[src/rtl/dots_pkg.sv]
// ----------------------------------------------------------------------------
// dots_pkg
// Shared types and constants for the DHCP option record scanner.
// ----------------------------------------------------------------------------
package dots_pkg;

    localparam logic [7:0] TARGET_CODE_RESET = 8'd53;
    localparam logic [3:0] MAX_OPTIONS_RESET = 4'd10;

    // Register indexes on the configuration port.
    localparam logic REG_TARGET_CODE = 1'b0;
    localparam logic REG_MAX_OPTIONS = 1'b1;

    localparam int PADDR_W = 3;
    localparam int PDATA_W = 32;

    typedef struct packed {
        logic [7:0]  option_byte;
        logic        first;
        logic [10:0] area_length;
    } in_item_t;

    typedef struct packed {
        logic       found;
        logic [7:0] value_length;
        logic [7:0] first_value;
    } out_item_t;

    typedef struct packed {
        logic [7:0] target_code;
        logic [3:0] max_options;
    } cfg_t;

    typedef enum logic [3:0] {
        PH_DONE = 4'b0001,
        PH_CODE = 4'b0010,
        PH_LEN  = 4'b0100,
        PH_VAL  = 4'b1000
    } phase_t;

endpackage

[src/rtl/dhcp_option_tlv_scanner.sv]
// ----------------------------------------------------------------------------
// dhcp_option_tlv_scanner
// Walks the DHCP options area byte by byte and reports the configured option.
// ----------------------------------------------------------------------------
// Bytes of the options area enter on the s_ channel, one per transaction; a
// byte with first set starts a new search and carries its byte budget. The
// first byte is also the first record's code byte. Each search ends with one
// transaction on the m_ channel: found, the option's length and its first
// value byte, or all zero when the option is absent. Bytes after the end of a
// search produce nothing until the next first byte.
// The deciding byte's result is written into the result register, which
// drives m_valid. Throughput is one byte per cycle unless a result waits on
// a stalled receiver: a byte passes through an input register, the record
// walk logic and the result register, and the input register refills in
// the cycle it drains. On such a stall the result register holds; the input
// register takes a byte only if empty, then s_ready is low until m_ready.
// Reset clears the search (no search active), empties both registers and
// loads target_code 53 and max_options 10. Both registers are written over
// the APB port at byte addresses 0 and 4.
// ----------------------------------------------------------------------------
module dhcp_option_tlv_scanner (
    input  logic                          aclk,
    input  logic                          aresetn,
    input  logic                          s_valid,
    output logic                          s_ready,
    input  dots_pkg::in_item_t            s_data,
    output logic                          m_valid,
    input  logic                          m_ready,
    output dots_pkg::out_item_t           m_data,
    input  logic                          psel,
    input  logic                          penable,
    input  logic                          pwrite,
    input  logic [dots_pkg::PADDR_W-1:0]  paddr,
    input  logic [dots_pkg::PDATA_W-1:0]  pwdata,
    output logic [dots_pkg::PDATA_W-1:0]  prdata,
    output logic                          pready
);

    dots_pkg::cfg_t      cfg;
    dots_pkg::in_item_t  in_data_reg;
    dots_pkg::out_item_t out_data_reg;
    dots_pkg::out_item_t result;
    logic                in_valid_reg, in_valid_next;
    logic                out_valid_reg, out_valid_next;
    logic                advance;
    logic                fire;
    logic                emit;

    dots_cfg_regs u_cfg (
        .aclk    (aclk),
        .aresetn (aresetn),
        .psel    (psel),
        .penable (penable),
        .pwrite  (pwrite),
        .paddr   (paddr),
        .pwdata  (pwdata),
        .prdata  (prdata),
        .pready  (pready),
        .cfg     (cfg)
    );

    // The byte in the input register moves on whenever the result register
    // is free or being emptied this cycle.
    assign advance = !out_valid_reg || m_ready;
    assign fire    = in_valid_reg && advance;
    assign s_ready = !in_valid_reg || advance;

    dots_step u_step (
        .aclk    (aclk),
        .aresetn (aresetn),
        .fire    (fire),
        .item    (in_data_reg),
        .cfg     (cfg),
        .emit    (emit),
        .result  (result)
    );

    always_comb begin
        in_valid_next = in_valid_reg;
        if (s_ready) begin
            in_valid_next = s_valid;
        end
        out_valid_next = out_valid_reg;
        if (emit) begin
            out_valid_next = 1'b1;
        end else if (m_ready) begin
            out_valid_next = 1'b0;
        end
    end

    always_ff @(posedge aclk) begin
        if (!aresetn) begin
            in_valid_reg  <= 1'b0;
            out_valid_reg <= 1'b0;
        end else begin
            in_valid_reg  <= in_valid_next;
            out_valid_reg <= out_valid_next;
        end
    end

    always_ff @(posedge aclk) begin
        if (s_valid && s_ready) begin
            in_data_reg <= s_data;
        end
        if (emit) begin
            out_data_reg <= result;
        end
    end

    assign m_valid = out_valid_reg;
    assign m_data  = out_data_reg;

endmodule

[src/rtl/dots_cfg_regs.sv]
// ----------------------------------------------------------------------------
// dots_cfg_regs
// APB register file holding the searched option code and the record limit.
// ----------------------------------------------------------------------------
module dots_cfg_regs (
    input  logic                          aclk,
    input  logic                          aresetn,
    input  logic                          psel,
    input  logic                          penable,
    input  logic                          pwrite,
    input  logic [dots_pkg::PADDR_W-1:0]  paddr,
    input  logic [dots_pkg::PDATA_W-1:0]  pwdata,
    output logic [dots_pkg::PDATA_W-1:0]  prdata,
    output logic                          pready,
    output dots_pkg::cfg_t                cfg
);

    logic [7:0] target_code_reg;
    logic [3:0] max_options_reg;
    logic       wr_en;
    logic       reg_sel;

    assign pready  = 1'b1;
    assign reg_sel = paddr[2];
    assign wr_en   = psel && penable && pwrite && pready;

    always_ff @(posedge aclk) begin
        if (!aresetn) begin
            target_code_reg <= dots_pkg::TARGET_CODE_RESET;
            max_options_reg <= dots_pkg::MAX_OPTIONS_RESET;
        end else if (wr_en) begin
            unique case (reg_sel)
                dots_pkg::REG_TARGET_CODE: target_code_reg <= pwdata[7:0];
                dots_pkg::REG_MAX_OPTIONS: max_options_reg <= pwdata[3:0];
                default: ;
            endcase
        end
    end

    always_comb begin
        prdata = '0;
        unique case (reg_sel)
            dots_pkg::REG_TARGET_CODE: prdata[7:0] = target_code_reg;
            dots_pkg::REG_MAX_OPTIONS: prdata[3:0] = max_options_reg;
            default: prdata = '0;
        endcase
    end

    assign cfg.target_code = target_code_reg;
    assign cfg.max_options = max_options_reg;

endmodule

[src/rtl/dots_step.sv]
// ----------------------------------------------------------------------------
// dots_step
// Search state and the per-byte record walk; one byte is consumed per fire.
// ----------------------------------------------------------------------------
module dots_step (
    input  logic                aclk,
    input  logic                aresetn,
    input  logic                fire,
    input  dots_pkg::in_item_t  item,
    input  dots_pkg::cfg_t      cfg,
    output logic                emit,
    output dots_pkg::out_item_t result
);

    dots_pkg::phase_t phase_reg, phase_next, phase_eff;
    logic [10:0] budget_reg, budget_next, budget_eff;
    logic [3:0]  recs_reg, recs_next, recs_eff, recs_inc;
    logic [7:0]  skip_reg, skip_next, skip_eff, skip_dec;
    logic        match_reg, match_next, match_eff;
    logic [7:0]  slen_reg, slen_next;
    logic [8:0]  need;
    logic [10:0] budget_sub;
    logic [7:0]  b;

    assign b          = item.option_byte;
    assign need       = 9'd2 + {1'b0, b};
    assign budget_sub = budget_eff - {2'b00, need};
    assign recs_inc   = recs_eff + 4'd1;
    assign skip_dec   = skip_eff - 8'd1;

    always_comb begin
        phase_eff  = phase_reg;
        budget_eff = budget_reg;
        recs_eff   = recs_reg;
        skip_eff   = skip_reg;
        match_eff  = match_reg;
        slen_next  = slen_reg;
        emit       = 1'b0;
        result     = '0;
        if (item.first) begin
            budget_eff = item.area_length;
            recs_eff   = 4'd0;
            skip_eff   = 8'd0;
            match_eff  = 1'b0;
            slen_next  = 8'd0;
            // An empty budget or a zero record limit ends the search at once.
            if (item.area_length == 11'd0 || cfg.max_options == 4'd0) begin
                emit      = 1'b1;
                phase_eff = dots_pkg::PH_DONE;
            end else begin
                phase_eff = dots_pkg::PH_CODE;
            end
        end
        phase_next  = phase_eff;
        budget_next = budget_eff;
        recs_next   = recs_eff;
        skip_next   = skip_eff;
        match_next  = match_eff;
        if (!emit) begin
            unique case (phase_eff)
                dots_pkg::PH_CODE: begin
                    match_next = (b == cfg.target_code);
                    phase_next = dots_pkg::PH_LEN;
                end
                dots_pkg::PH_LEN: begin
                    slen_next = b;
                    if (match_eff) begin
                        if (b == 8'd0) begin
                            emit         = 1'b1;
                            result.found = 1'b1;
                            phase_next   = dots_pkg::PH_DONE;
                        end else begin
                            phase_next = dots_pkg::PH_VAL;
                        end
                    end else if ({2'b00, need} > budget_eff) begin
                        emit       = 1'b1;
                        phase_next = dots_pkg::PH_DONE;
                    end else begin
                        budget_next = budget_sub;
                        recs_next   = recs_inc;
                        if (budget_sub == 11'd0 || recs_inc >= cfg.max_options) begin
                            emit       = 1'b1;
                            phase_next = dots_pkg::PH_DONE;
                        end else if (b == 8'd0) begin
                            phase_next = dots_pkg::PH_CODE;
                        end else begin
                            skip_next  = b;
                            phase_next = dots_pkg::PH_VAL;
                        end
                    end
                end
                dots_pkg::PH_VAL: begin
                    if (match_eff) begin
                        emit                = 1'b1;
                        result.found        = 1'b1;
                        result.value_length = slen_reg;
                        result.first_value  = b;
                        phase_next          = dots_pkg::PH_DONE;
                    end else begin
                        skip_next = skip_dec;
                        if (skip_dec == 8'd0) begin
                            phase_next = dots_pkg::PH_CODE;
                        end
                    end
                end
                default: ;
            endcase
        end
        if (!fire) begin
            emit = 1'b0;
        end
    end

    always_ff @(posedge aclk) begin
        if (!aresetn) begin
            phase_reg  <= dots_pkg::PH_DONE;
            budget_reg <= '0;
            recs_reg   <= '0;
            skip_reg   <= '0;
            match_reg  <= 1'b0;
            slen_reg   <= '0;
        end else if (fire) begin
            phase_reg  <= phase_next;
            budget_reg <= budget_next;
            recs_reg   <= recs_next;
            skip_reg   <= skip_next;
            match_reg  <= match_next;
            slen_reg   <= slen_next;
        end
    end

`ifndef ASSERT_OFF
    a_empty_budget: assert property (@(posedge aclk) disable iff (!aresetn)
        fire && item.first && item.area_length == 11'd0 |-> emit && !result.found)
        else $error("empty budget did not end the search");

    a_found_needs_match: assert property (@(posedge aclk) disable iff (!aresetn)
        emit && result.found |-> match_reg && !item.first)
        else $error("found reported without a matching code");

    a_idle_silent: assert property (@(posedge aclk) disable iff (!aresetn)
        fire && !item.first && phase_reg == dots_pkg::PH_DONE |-> !emit)
        else $error("result emitted while no search is active");

    a_absent_zero: assert property (@(posedge aclk) disable iff (!aresetn)
        emit && !result.found |-> result.value_length == 8'd0 &&
        result.first_value == 8'd0)
        else $error("absent option carries nonzero fields");
`endif

endmodule

[config.mk]
export PLATFORM = sky130hd
export DESIGN_NAME = dhcp_option_tlv_scanner
export DESIGN_NICKNAME = d
export VERILOG_FILES = /design/src/rtl/dots_pkg.sv /design/src/rtl/dhcp_option_tlv_scanner.sv /design/src/rtl/dots_cfg_regs.sv /design/src/rtl/dots_step.sv
export SDC_FILE = /design/constraint.sdc
export NUM_CORES = 1
export LEC_CHECK = 0
export BUFFER_PORTS_ARGS = -buffer_cell sky130_fd_sc_hd__buf_2
export CAP_MARGIN = 40
export CORE_MARGIN = 10
export CORE_UTILIZATION = 60
export CTS_CLUSTER_SIZE = 25
export DETAILED_ROUTE_END_ITERATION = 12
export GPL_ROUTABILITY_DRIVEN = 0
export PLACE_DENSITY = 0.87
export SYNTH_ARGS = -nofsm -noshare
export SYNTH_HDL_FRONTEND = slang
export SYNTH_SLANG_ARGS = --single-unit
[constraint.sdc]
create_clock -name aclk -period 9.25 [get_ports aclk]
set_input_delay 0.4625 -clock aclk [delete_from_list [all_inputs] [get_ports aclk]]
set_output_delay 0.4625 -clock aclk [all_outputs]
set_load 0.01 [all_outputs]
==> metrics.txt <==
final hold violation count=0; Longest Clk Path Bufs=2; fin crit share=45.53%; HPWL Detailed=9.902 mm; Syn Inst Count=626; Hold Crit Class=in -> reg; largest net degree at the start of global routing=48; drt wl/cell=18.01 um; clock root cell=clkbuf_8; first-pass GRT wire length=22.31 mm; DRC violations left=0; # Max-Cap Violations=0; status=completed; row cnt=34; Synth cell types=67; reg2reg end=m_data[9]; top cells by area, synth=edfxtp_1 (21%), dfxtp_1 (19%), nand2_1 (5.4%); Detail Route Antenna Nets=0; Pint=583.1 uW; routed via count=4836; Placed Cells=760; Clock Latency Late Sink=0.38 ns; switching power=245.7 uW; most common cell after layout, fill and taps aside=nand2_1; area grow syn2layout=7.742%; Core ar.=0.008721 mm^2; Setup crit start kind=flip-flop; CTS tree=done; Finished Cell Area=0.005798 mm^2; reg2reg setup slack=5.04 ns; RSZ-0062 raised after global routing=false; Power Dens Cells=142.9 mW/mm^2; share of async-settable or async-resettable flops after synthesis=0%; reg-to-reg critical path startpoint=in_data_reg[11]; EDFF count, synth=37; Clock Skews=0.01157 ns; final WL=13.98 mm; CP endpoint kind=flip-flop; crit path launch=in_data_reg[11]; fraction of layout cells with a size suffix above 1=16.62%; Max FO, Critical Path=47; chip height=114.7 um; fin crit period=4.211 ns; Final Setup Violations=0; number of global-route vias before repair=4647; maximum VDD drop=0.07893 mV; ys flop type=dfxtp_1; cts hold-fix bufs=0; signal arrival time at the worst endpoint=4.28 ns; Post-Syn Area per Cell=8.597 um^2; WP data required=9.32 ns; postcts setup bufs=0; Final Non-Filler Cells=776; mapped cell area=0.005381 mm^2; die area=0.01316 mm^2; most frequent cells in the layout=nand2_1 (77), buf_2 (62), nor2_1 (56); Crit Path Class=reg -> reg; cts bufs inserted=9; Die W=114.7 um; Total GRT Usage=20.72%; LEAKAGE=2.336 nW; # port buffers=62; max-slew violations=0; antenna violations before repair=0; Seq/Total Area, Yosys=39.25%; Worst setup endpoint=m_data[9]; setup_tns=0 ns; DRT iter0 DRCs=463; cell accounting for the most synthesized area=edfxtp_1; Worst-Margin Slew=0.8049 ns; fin nets=743; CTS sink count=87; initial core utilization=61.71%; Ant. Diodes=0; 1st-pass router iterations=5; final core utilization=66.48%; switching share of power=29.64%; num ports=114; fillers=705; H-tree levels=3; Reg2Reg Depth=14; Slew headroom=46.34%; #FFs+latches synth=87; Largest register FFs=20; top-area cell type share of the netlist area=20.65%; Clock Power Share=33.8%; Reg power frac=50.8%; Reg clk slew, reported paths=0.10 ns; synth warn=0; Congestion Overflow GR=0; Comb pwr share=15.4%; max frequency=237.5 MHz; Post-CTS Resized=0; vias per cell=6.232; Post-Place Cell Area=0.005595 mm^2
power by group through the flow:
stage	clock [mW]	combinational, mW	sequential (mW)
floorplan	0	0.107	0.421
global placement	0	0.117	0.429
detailed placement	0	0.123	0.429
CTS	0.281	0.124	0.420
global route	0.295	0.139	0.422
finish	0.280	0.128	0.421
logic make-up after synthesis:
family,after synthesis,synth area share [%]
AND/OR/NAND/NOR,250,22.53
AO/OA/AOI/OAI,143,17.67
flip-flops,87,39.25
buffers and inverters,81,7.928
multiplexers,23,4.580
XOR/XNOR,22,3.580
adder cells (fa/ha/maj),18,4.325
other,2,0.1396
critical path: stages, from the launching register on:
cell and delay, ns:
edfxtp_1 0.34, buf_4 0.43, mux2i_1 0.31, ha_1 0.23, inv_1 0.06, fa_1 0.44
a21o_1 0.21, a211oi_1 0.35, o221ai_1 0.19, a211oi_2 0.28, nand3_2 0.16, o21ai_1 0.26
nand2_1 0.14, a21oi_1 0.20, buf_4 0.28
synth_stat cells, drive strengths merged, types with 7 or more instances:
cell type  instances
nand2             78
nor2              56
dfxtp             50
a21oi             49
buf               39
edfxtp            37
o21ai             36
nand3             28
clkbuf            25
and2              22
ha                17
inv               16
xor2              16
mux2              13
nor3              13
a22oi             11
nor2b             11
mux2i             10
nand4              8
o211ai             8
nor4               7
cell type report:
type                            count  area [um^2]  area share [%]
Multi-Input combinational cell    481         2929           50.52
Sequential cell                    87         2112           36.43
Timing Repair Buffer               67        355.3           6.129
Tap cell                          108        135.1           2.331
Clock buffer                        9        123.9           2.136
Clock inverter                      7        78.83           1.360
Inverter                           17        63.81           1.101
routing by layer:
layer	vias to the layer above	track usage, %	wire [um]
met3	46	4.769	1315
met4	0	10.23	466
li1	2265	-	-
met2	273	35.52	6835
met1	2252	23.74	5361
met5	-	0	0
through the flow:
step	worst slack [ns]	total power [mW]	hold slack (ns)
after floorplan	4.668	0.5279	0.4294
after global placement	5.300	0.5461	0.4357
after detailed placement	5.146	0.5522	0.4475
after CTS	5.113	0.8253	0.2512
after global routing	4.812	0.8559	0.2458
final	5.039	0.8288	0.2514
how the worst min path moves through the flow:
stage / endpoint / slack [ns] / startpoint / cells after the start
2_1_floorplan: u_step.budget_reg[1] / 0.43 / u_step.budget_reg[1] / 2
3_3_place_gp: u_step.budget_reg[8] / 0.44 / u_step.budget_reg[8] / 2
3_5_place_dp: u_step.budget_reg[1] / 0.45 / u_step.budget_reg[1] / 2
4_1_cts: in_data_reg[19] / 0.25 / s_data[19] / 1
5_1_grt: in_data_reg[13] / 0.25 / s_data[13] / 1
6_report: in_data_reg[19] / 0.25 / s_data[19] / 1
No activity file was read; power rests on OpenSTA's default activity.
